===== src/hdl/rsi_ema_indicator_defines.svh =====
// ----------------------------------------------------------------------------
// rsi_ema_indicator_defines.svh
// assertion macros shared by the rsi blocks
// ----------------------------------------------------------------------------
`ifndef RSI_EMA_INDICATOR_DEFINES_SVH
`define RSI_EMA_INDICATOR_DEFINES_SVH

// implication checked in the same cycle, off while in reset
`define RSI_ASSERT_NOW(label, clk, rst_n, ante, cons, msg) \
    label: assert property (@(posedge clk) disable iff (!rst_n) (ante) |-> (cons)) \
        else $error(msg);

// implication checked in the following cycle, off while in reset
`define RSI_ASSERT_NEXT(label, clk, rst_n, ante, cons, msg) \
    label: assert property (@(posedge clk) disable iff (!rst_n) (ante) |=> (cons)) \
        else $error(msg);

`endif


===== src/hdl/rsi_pkg.sv =====
// ----------------------------------------------------------------------------
// rsi_pkg
// widths, constants and shared types of the ema rsi indicator
// ----------------------------------------------------------------------------
`default_nettype none

package rsi_pkg;

    localparam int AVG_W     = 48;          // average width, fixed point
    localparam int K_FRAC    = 16;          // fraction bits of the smoothing factor
    localparam int K_W       = K_FRAC + 1;  // factor up to and including one
    localparam int CFG_W     = K_W;
    localparam int RSI_W     = 23;
    localparam int RSI_SCALE = 100;
    localparam int INT_BITS  = 7;           // bits of the integer part, 100 < 2^7

    localparam logic [AVG_W-1:0] AVG_MAX = '1;
    localparam logic [K_W-1:0]   K_ONE   = {1'b1, {K_FRAC{1'b0}}};
    localparam logic [CFG_W-1:0] K_RESET = 17'd8738;

    typedef struct packed {
        logic busy;  // quotient bits still being produced
        logic done;  // result valid, held until the next start
    } t_div_sts;

endpackage

`default_nettype wire


===== src/hdl/rsi_div.sv =====
// ----------------------------------------------------------------------------
// rsi_div
// bit-serial restoring divider: rsi = 100 * up * 2^f / (up + down)
// ----------------------------------------------------------------------------
`default_nettype none
`include "rsi_ema_indicator_defines.svh"

module rsi_div
    import rsi_pkg::*;
#(
    parameter int FRACTION_BITS = 16
) (
    input  logic                i_clk,
    input  logic                i_rst_n,
    input  logic                i_start,
    input  logic [AVG_W-1:0]    i_up,
    input  logic [AVG_W-1:0]    i_down,
    output t_div_sts            o_sts,
    output logic [RSI_W-1:0]    o_rsi_value
);

    localparam int QUO_W = FRACTION_BITS + INT_BITS;
    localparam int CNT_W = $clog2(QUO_W);
    localparam int SUM_W = AVG_W + 1;
    localparam int DEN_W = SUM_W + INT_BITS;
    localparam int NUM_W = AVG_W + INT_BITS;
    localparam logic [RSI_W-1:0] RSI_FULL = RSI_W'(RSI_SCALE << FRACTION_BITS);

    logic [SUM_W-1:0] sum;
    logic [NUM_W-1:0] num;
    logic [DEN_W:0]   trial;
    logic             sum_zero;

    logic             r_busy;
    logic             r_done;
    logic             r_zero;
    logic [CNT_W-1:0] r_cnt;
    logic [DEN_W-1:0] r_den;
    logic [DEN_W-1:0] r_rem;
    logic [QUO_W-1:0] r_quo;

    assign sum      = {1'b0, i_up} + {1'b0, i_down};
    assign sum_zero = (sum == '0);
    // 100 = 64 + 32 + 4
    assign num      = NUM_W'({i_up, 6'b0}) + NUM_W'({i_up, 5'b0}) + NUM_W'({i_up, 2'b0});
    assign trial    = {r_rem, 1'b0} - {1'b0, r_den};

    // divisor is sum << 7 so the quotient comes out as 7 + f bits, msb first
    always_ff @(posedge i_clk) begin
        if (!i_rst_n) begin
            r_busy <= 1'b0;
            r_done <= 1'b0;
            r_zero <= 1'b0;
        end else if (i_start) begin
            r_busy <= !sum_zero;
            r_done <= sum_zero;
            r_zero <= sum_zero;
        end else if (r_busy && (r_cnt == '0)) begin
            r_busy <= 1'b0;
            r_done <= 1'b1;
        end
        if (i_start) begin
            r_cnt <= CNT_W'(QUO_W - 1);
            r_den <= {sum, {INT_BITS{1'b0}}};
            r_rem <= DEN_W'(num);
        end else if (r_busy) begin
            r_cnt <= r_cnt - 1'b1;
            r_rem <= trial[DEN_W] ? {r_rem[DEN_W-2:0], 1'b0} : trial[DEN_W-1:0];
            r_quo <= {r_quo[QUO_W-2:0], !trial[DEN_W]};
        end
    end

    assign o_sts       = '{busy: r_busy, done: r_done};
    assign o_rsi_value = r_zero ? RSI_FULL : RSI_W'(r_quo);

    `RSI_ASSERT_NOW(a_busy_not_done, i_clk, i_rst_n, r_busy, !r_done, "divider busy and done")
    `RSI_ASSERT_NOW(a_rem_below_den, i_clk, i_rst_n, r_busy, (r_rem < r_den), "remainder not below divisor")
    `RSI_ASSERT_NOW(a_done_source, i_clk, i_rst_n, $rose(r_done), ($past(r_busy) || $past(i_start)), "done without work")

endmodule

`default_nettype wire


===== src/hdl/rsi_ema_indicator.sv =====
// ----------------------------------------------------------------------------
// rsi_ema_indicator
// relative strength index over exponential averages of up and down moves
// ----------------------------------------------------------------------------
// channel   direction  handshake                      payload
// cfg       in         i_cfg_valid / o_cfg_ready      i_cfg_smoothing_factor
// price     in         i_in_valid  / o_in_ready       i_close_price, i_series_start
// rsi       out        o_out_valid / i_out_ready      o_rsi_value
//
// a running item passes from accept to result through 17 shift-add steps
// over the factor bits, the average update, the divider start and
// FRACTION_BITS + 7 divider steps. the second price of a series skips the
// multiply; the first price of a series only starts it and gives no result.
// with both averages zero the divider steps are skipped.
// reset is synchronous, clears the averages, the previous price and the series
// phase, and returns the factor to its reset value.
// a new price word is taken while a result still waits in the output register;
// the next result then waits until the earlier result is taken.
// ----------------------------------------------------------------------------
`default_nettype none
`include "rsi_ema_indicator_defines.svh"

module rsi_ema_indicator
    import rsi_pkg::*;
#(
    parameter int PRICE_WIDTH   = 32,
    parameter int FRACTION_BITS = 16
) (
    input  logic                    i_clk,
    input  logic                    i_rst_n,
    input  logic                    i_cfg_valid,
    output logic                    o_cfg_ready,
    input  logic [CFG_W-1:0]        i_cfg_smoothing_factor,
    input  logic                    i_in_valid,
    output logic                    o_in_ready,
    input  logic [PRICE_WIDTH-1:0]  i_close_price,
    input  logic                    i_series_start,
    output logic                    o_out_valid,
    input  logic                    i_out_ready,
    output logic [RSI_W-1:0]        o_rsi_value
);

    localparam int FIX_W = PRICE_WIDTH + FRACTION_BITS;
    localparam int EXT_W = (FIX_W > AVG_W) ? FIX_W : AVG_W + 1;
    localparam int MC_W  = $clog2(K_W);

    typedef enum logic [2:0] {
        S_IDLE,
        S_MUL,
        S_UPDATE,
        S_DIV_GO,
        S_DIV_WAIT
    } t_state;

    typedef enum logic [1:0] {
        PH_NONE,
        PH_ONE,
        PH_RUN
    } t_phase;

    function automatic logic [AVG_W-1:0] sat_avg(input logic [AVG_W+1:0] v);
        return (|v[AVG_W+1:AVG_W]) ? AVG_MAX : v[AVG_W-1:0];
    endfunction

    t_state                 r_state,     n_state;
    t_phase                 r_phase,     n_phase;
    logic [PRICE_WIDTH-1:0] r_prev,      n_prev;
    logic [AVG_W-1:0]       r_up,        n_up;
    logic [AVG_W-1:0]       r_down,      n_down;
    logic                   r_out_valid, n_out_valid;
    logic [RSI_W-1:0]       r_rsi,       n_rsi;
    logic [CFG_W-1:0]       r_smooth,    n_smooth;
    logic [AVG_W-1:0]       r_mag,       n_mag;
    logic                   r_rising,    n_rising;
    logic [K_W-1:0]         r_kd,        n_kd;
    logic [K_W-1:0]         r_kc,        n_kc;
    logic [AVG_W:0]         r_acc_d,     n_acc_d;
    logic [AVG_W:0]         r_acc_u,     n_acc_u;
    logic [AVG_W:0]         r_acc_n,     n_acc_n;
    logic [MC_W-1:0]        r_mcnt,      n_mcnt;

    logic                   in_acc;
    logic                   rising;
    logic [PRICE_WIDTH-1:0] diff_up;
    logic [PRICE_WIDTH-1:0] diff_dn;
    logic [PRICE_WIDTH-1:0] delta;
    logic [EXT_W-1:0]       fix_ext;
    logic [AVG_W-1:0]       mag;
    logic [K_W-1:0]         k_clamp;
    logic [AVG_W:0]         sum_d;
    logic [AVG_W:0]         sum_u;
    logic [AVG_W:0]         sum_n;
    logic                   div_start;
    t_div_sts               div_sts;
    logic [RSI_W-1:0]       div_rsi;

    assign o_cfg_ready = 1'b1;
    assign o_in_ready  = (r_state == S_IDLE);
    assign o_out_valid = r_out_valid;
    assign o_rsi_value = r_rsi;
    assign in_acc      = i_in_valid && o_in_ready;

    assign rising  = (i_close_price > r_prev);
    assign diff_up = i_close_price - r_prev;
    assign diff_dn = r_prev - i_close_price;
    assign delta   = rising ? diff_up : diff_dn;
    // delta scaled to fixed point, clipped at the top of the average range
    assign fix_ext = EXT_W'({delta, {FRACTION_BITS{1'b0}}});
    assign mag     = (|fix_ext[EXT_W-1:AVG_W]) ? AVG_MAX : fix_ext[AVG_W-1:0];
    assign k_clamp = (r_smooth > K_ONE) ? K_ONE : r_smooth;

    // lsb-first shift-add: each step adds the operand when the factor bit is set
    assign sum_d = r_acc_d + (r_kd[0] ? {1'b0, r_mag}  : '0);
    assign sum_u = r_acc_u + (r_kc[0] ? {1'b0, r_up}   : '0);
    assign sum_n = r_acc_n + (r_kc[0] ? {1'b0, r_down} : '0);

    always_comb begin
        n_state     = r_state;
        n_phase     = r_phase;
        n_prev      = r_prev;
        n_up        = r_up;
        n_down      = r_down;
        n_out_valid = r_out_valid;
        n_rsi       = r_rsi;
        n_smooth    = r_smooth;
        n_mag       = r_mag;
        n_rising    = r_rising;
        n_kd        = r_kd;
        n_kc        = r_kc;
        n_acc_d     = r_acc_d;
        n_acc_u     = r_acc_u;
        n_acc_n     = r_acc_n;
        n_mcnt      = r_mcnt;
        div_start   = 1'b0;

        if (i_cfg_valid) begin
            n_smooth = i_cfg_smoothing_factor;
        end
        if (r_out_valid && i_out_ready) begin
            n_out_valid = 1'b0;
        end

        case (r_state)
            S_IDLE: begin
                if (in_acc) begin
                    n_prev = i_close_price;
                    if (i_series_start || (r_phase == PH_NONE)) begin
                        n_up    = '0;
                        n_down  = '0;
                        n_phase = PH_ONE;
                    end else if (r_phase == PH_ONE) begin
                        // first delta seeds its own average
                        if (rising) begin
                            n_up = mag;
                        end else begin
                            n_down = mag;
                        end
                        n_phase = PH_RUN;
                        n_state = S_DIV_GO;
                    end else begin
                        n_mag    = mag;
                        n_rising = rising;
                        n_kd     = k_clamp;
                        n_kc     = K_ONE - k_clamp;
                        n_acc_d  = '0;
                        n_acc_u  = '0;
                        n_acc_n  = '0;
                        n_mcnt   = '0;
                        n_state  = S_MUL;
                    end
                end
            end
            S_MUL: begin
                if (r_mcnt == MC_W'(K_FRAC)) begin
                    // the weight-one bit adds without a shift
                    n_acc_d = sum_d;
                    n_acc_u = sum_u;
                    n_acc_n = sum_n;
                    n_state = S_UPDATE;
                end else begin
                    n_acc_d = {1'b0, sum_d[AVG_W:1]};
                    n_acc_u = {1'b0, sum_u[AVG_W:1]};
                    n_acc_n = {1'b0, sum_n[AVG_W:1]};
                    n_kd    = {1'b0, r_kd[K_W-1:1]};
                    n_kc    = {1'b0, r_kc[K_W-1:1]};
                    n_mcnt  = r_mcnt + 1'b1;
                end
            end
            S_UPDATE: begin
                if (r_rising) begin
                    n_up   = sat_avg({1'b0, r_acc_d} + {1'b0, r_acc_u});
                    n_down = r_acc_n[AVG_W-1:0];
                end else begin
                    n_up   = r_acc_u[AVG_W-1:0];
                    n_down = sat_avg({1'b0, r_acc_d} + {1'b0, r_acc_n});
                end
                n_state = S_DIV_GO;
            end
            S_DIV_GO: begin
                div_start = 1'b1;
                n_state   = S_DIV_WAIT;
            end
            S_DIV_WAIT: begin
                if (div_sts.done && (!r_out_valid || i_out_ready)) begin
                    n_out_valid = 1'b1;
                    n_rsi       = div_rsi;
                    n_state     = S_IDLE;
                end
            end
            default: begin
                n_state = S_IDLE;
            end
        endcase
    end

    always_ff @(posedge i_clk) begin
        if (!i_rst_n) begin
            r_state     <= S_IDLE;
            r_phase     <= PH_NONE;
            r_prev      <= '0;
            r_up        <= '0;
            r_down      <= '0;
            r_out_valid <= 1'b0;
            r_smooth    <= K_RESET;
        end else begin
            r_state     <= n_state;
            r_phase     <= n_phase;
            r_prev      <= n_prev;
            r_up        <= n_up;
            r_down      <= n_down;
            r_out_valid <= n_out_valid;
            r_smooth    <= n_smooth;
        end
        r_rsi    <= n_rsi;
        r_mag    <= n_mag;
        r_rising <= n_rising;
        r_kd     <= n_kd;
        r_kc     <= n_kc;
        r_acc_d  <= n_acc_d;
        r_acc_u  <= n_acc_u;
        r_acc_n  <= n_acc_n;
        r_mcnt   <= n_mcnt;
    end

    rsi_div #(
        .FRACTION_BITS (FRACTION_BITS)
    ) u_div (
        .i_clk       (i_clk),
        .i_rst_n     (i_rst_n),
        .i_start     (div_start),
        .i_up        (r_up),
        .i_down      (r_down),
        .o_sts       (div_sts),
        .o_rsi_value (div_rsi)
    );

    `RSI_ASSERT_NOW(a_mul_running, i_clk, i_rst_n, (r_state == S_MUL), (r_phase == PH_RUN), "multiply outside a running series")
    `RSI_ASSERT_NOW(a_out_from_div, i_clk, i_rst_n, $rose(r_out_valid), $past(div_sts.done), "result without divider done")
    `RSI_ASSERT_NEXT(a_seed_clear, i_clk, i_rst_n, (in_acc && (i_series_start || (r_phase == PH_NONE))), ((r_up == '0) && (r_down == '0) && (r_phase == PH_ONE)), "series start did not clear averages")

endmodule

`default_nettype wire


===== config.mk =====
export PLATFORM = sky130hd
export DESIGN_NAME = rsi_ema_indicator
export DESIGN_NICKNAME = d
export VERILOG_FILES = /design/src/hdl/rsi_pkg.sv /design/src/hdl/rsi_div.sv /design/src/hdl/rsi_ema_indicator.sv
export VERILOG_INCLUDE_DIRS = /design/src /design/src/hdl
export SDC_FILE = /design/constraint.sdc
export NUM_CORES = 2
export LEC_CHECK = 0
export BUFFER_PORTS_ARGS = -buffer_cell sky130_fd_sc_hd__buf_2
export CORE_MARGIN = 5
export CORE_UTILIZATION = 70
export DETAILED_ROUTE_END_ITERATION = 6
export GPL_TIMING_DRIVEN = 0
export HOLD_SLACK_MARGIN = 0.1
export PLACE_DENSITY = 0.9
export SLEW_MARGIN = 20
export SYNTH_ARGS = -nofsm -noshare
export SYNTH_HDL_FRONTEND = slang
export SYNTH_SLANG_ARGS = --single-unit

===== constraint.sdc =====
create_clock -name i_clk -period 29.4 [get_ports i_clk]
set_clock_uncertainty 0.15 [all_clocks]
set_input_delay 1.47 -clock i_clk [delete_from_list [all_inputs] [get_ports i_clk]]
set_output_delay 1.47 -clock i_clk [all_outputs]
set_load 0.1 [all_outputs]

==> results.ini <==
[clock_network]
cts_resized=0
path_clk_slew_ns=0.07
cts_buffer_depth=3
clk_latency_ns=0.67
hold_buffers=0
cts_root_buf=clkbuf_16
post_cts_buffers=0
cts_buffers=57
cts_tree=done
cts_max_level=2
cts.sinks=527

[drt]
drc_errors=3
viasPerCell=6.96
wl_mm=173
drt_iter0_markers=6299
drt-pass1-iter-count=7
wl_per_cell_um=25.2
ant_nets=0
vias=47624

[synth]
synthArstFlopShare_pct=0
ys.flop_type=edfxtp_1
synth-compound-area-share_pct=25.4
netlist_area_sq_um=47900
yosysWarnings=0
synth_nets=6312
synthAdderAreaFrac_pct=13.8
synthSimpleGateAreaFrac_pct=18.7
synth_xor_area_share_pct=5.94
netlist-cell-type-count=108
muxShareOfSynthArea_pct=2.09
synth_top_family_by_area=compound AO/OA/AOI/OAI gates
synth_area_per_cell_sq_um=8.32
syn_inst=5760
synth_edf_count=367
ys_ff_latch=527
seq_area_frac_synth_pct=29.7

[placement]
place_ws_ns=22.14
dp.cells=6738
port_buffers=77
gp_congestion=1.04
placed_cell_area_sq_um=49700
dp_hpwl_mm=133

[final_layout]
final_design_area_no_fill_sq_um=51600
fin_util_pct=75.7
layout-drive-gt1-share_pct=5.03
fillerInstances=4894
final_cells=6847
final_cell_mix=685 x nand2_1, 648 x a21oi_1, 443 x ha_1, 367 x edfxtp_1, 365 x nor2_1
layout_commonest_cell=nand2_1
syn2layout_area_growth_pct=7.72
nets=6467

[sta]
rsz0062_at_grt=false
slew_viol_final=0
timing.final.crit_period_ns=6.80
whs_ns=0.294
fin_ws_ns=22.60
finalHoldViolCount=0
setup_viol=0
fmax_ghz=0.147
slew_headroom_pct=15.7
timing.setup.tns_ns=0
period_share_pct=23.1
tightestPinTransition_ns=1.26

[floorplanning]
fp.dieH_um=272
die_x_um=272
io_pins=81
core_area_sq_um=68200
initial_core_util_pct=70.3
core.rowCount=96
dieArea_sq_um=73800

[grt]
grt_overflow=0
grt_pass1_wl_mm=260
antenna_found_initial=6
first_global_vias=46075
grt_max_degree=54
grt_usage_pct=44.9

[pwr]
ir_drop_v=0.0000548
powerDensity_nw_per_um2=47.3
p_total_mw=2.44
p_leak_nw=22.2

[worst_setup_path]
cp-startpoint=i_close_price[0]
crit_path_max_fanout=10
worst_setup_path_start_kind=input pin
crit_required_ns=29.78
end_kind=register
path_class=in -> reg
r2r-start=r_kc[0]
worstPathArrival_ns=7.18

[flow_run]
maxCapViolations=0

[min_path]
hp-start=u_div.r_quo[20]
hold_path_class=reg -> reg

[status]
violations=DRC
status=complete, but fails checks

-- power by group --
part | switching (mW) | total, mW | internal, mW
Sequential | 0.0625 | 0.908 | 0.845
Clock | 0.333 | 0.771 | 0.437
Combinational | 0.502 | 0.763 | 0.262
-- worst max-delay path: stages --
cell and delay [ns]:
buf_2 0.11, inv_1 0.05, ha_1 0.15, inv_1 0.06, fa_1 0.41, a21o_1 0.21
a221o_1 0.39, a21oi_1 0.17, nand2_1 0.14, nor3b_1 0.19, o21ai_1 0.75, inv_1 0.34
clkbuf_1 0.46, a21oi_1 0.45, or2_2 0.18, clkbuf_1 0.50, clkbuf_1 0.53, nor2_1 0.17
a32oi_1 0.28, o21ai_0 0.17
-- cell usage after synthesis (16+ instances only) --
master / instances / area, sq um
nand2_1: 685 / 2570
a21oi_1: 648 / 3240
ha_1: 443 / 5540
edfxtp_1: 367 / 11000
nor2_1: 367 / 1380
o21ai_0: 315 / 1580
inv_1: 263 / 987
a21o_1: 245 / 1840
clkbuf_1: 230 / 863
xnor2_1: 213 / 1870
and2_1: 164 / 1030
dfxtp_1: 160 / 3200
nand3_1: 134 / 671
xor2_1: 112 / 981
a31oi_1: 100 / 626
o221ai_1: 98 / 858
nor3_1: 86 / 430
mux2i_1: 83 / 831
nor2b_1: 77 / 482
nand2b_1: 68 / 425
a211oi_1: 67 / 503
nand4_1: 67 / 419
o21a_1: 61 / 458
o21bai_1: 61 / 458
and3_1: 57 / 357
fa_1: 54 / 1080
o211ai_1: 52 / 390
or3_1: 39 / 244
o22ai_1: 29 / 181
buf_1: 26 / 97.6
o31ai_1: 26 / 195
nor4_1: 20 / 125
a211o_1: 19 / 166
and4_1: 19 / 166
a21boi_0: 17 / 128
or4_1: 17 / 128
a221oi_1: 16 / 140
or2_2: 16 / 100
-- cell type report --
type	instances	area, sq um	share of cell area [%]
well taps	882	1100	2.14
clock buffers	75	1560	3.03
clock inverters	32	395	0.766
diodes	2	5.00	0.00969
inverters	265	995	1.93
multi-input cells	4695	31600	61.3
flip-flops and latches	527	14200	27.5
plain buffers	273	1120	2.18
repair buffers	96	588	1.14
-- final timing paths --
path,end,slack (ns),cells after the start
setup / recovery,r_up[46],22.60,20
hold / removal,u_div.r_quo[21],0.29,0
setup reg to reg,r_acc_u[46],23.19,17
hold reg to reg,u_div.r_quo[21],0.29,0
-- layer usage --
metal / vias up / wire (um) / global-route usage, %
li1: 21501 / - / -
met1: 22075 / 62300 / 55.4
met2: 3207 / 75600 / 71.0
met3: 841 / 20800 / 10.1
met4: 0 / 14200 / 29.0
met5: - / 0 / 0
-- flip-flops by register name, summed over array words and instances (netlist names), 2 cells and up --
signal / flops
r_acc_u: 49
r_mcnt: 5
u_div.r_cnt: 5
r_acc_d: 49
u_div.r_rem: 54
r_smooth: 17
r_acc_n: 49
r_prev: 32
r_mag: 32
r_up: 48
u_div.r_quo: 23
r_kc: 17
u_div.r_den: 49
r_kd: 17
r_down: 48
r_state: 3
o_rsi_value: 23
r_phase: 2
-- logic make-up (layout without fill, tap and decap cells) --
| kind of cell | count (synthesis) | in the layout |
|---|---|---|
| AND/OR/NAND/NOR | 1871 | 1871 |
| flip-flops | 527 | 527 |
| XOR/XNOR | 325 | 325 |
| buffers and inverters | 538 | 741 |
| other | 1 | 3 |
| multiplexers | 98 | 98 |
| adder cells (fa/ha/maj) | 497 | 497 |
| AO/OA/AOI/OAI | 1903 | 1903 |
Power figures use the tool's default switching activity.
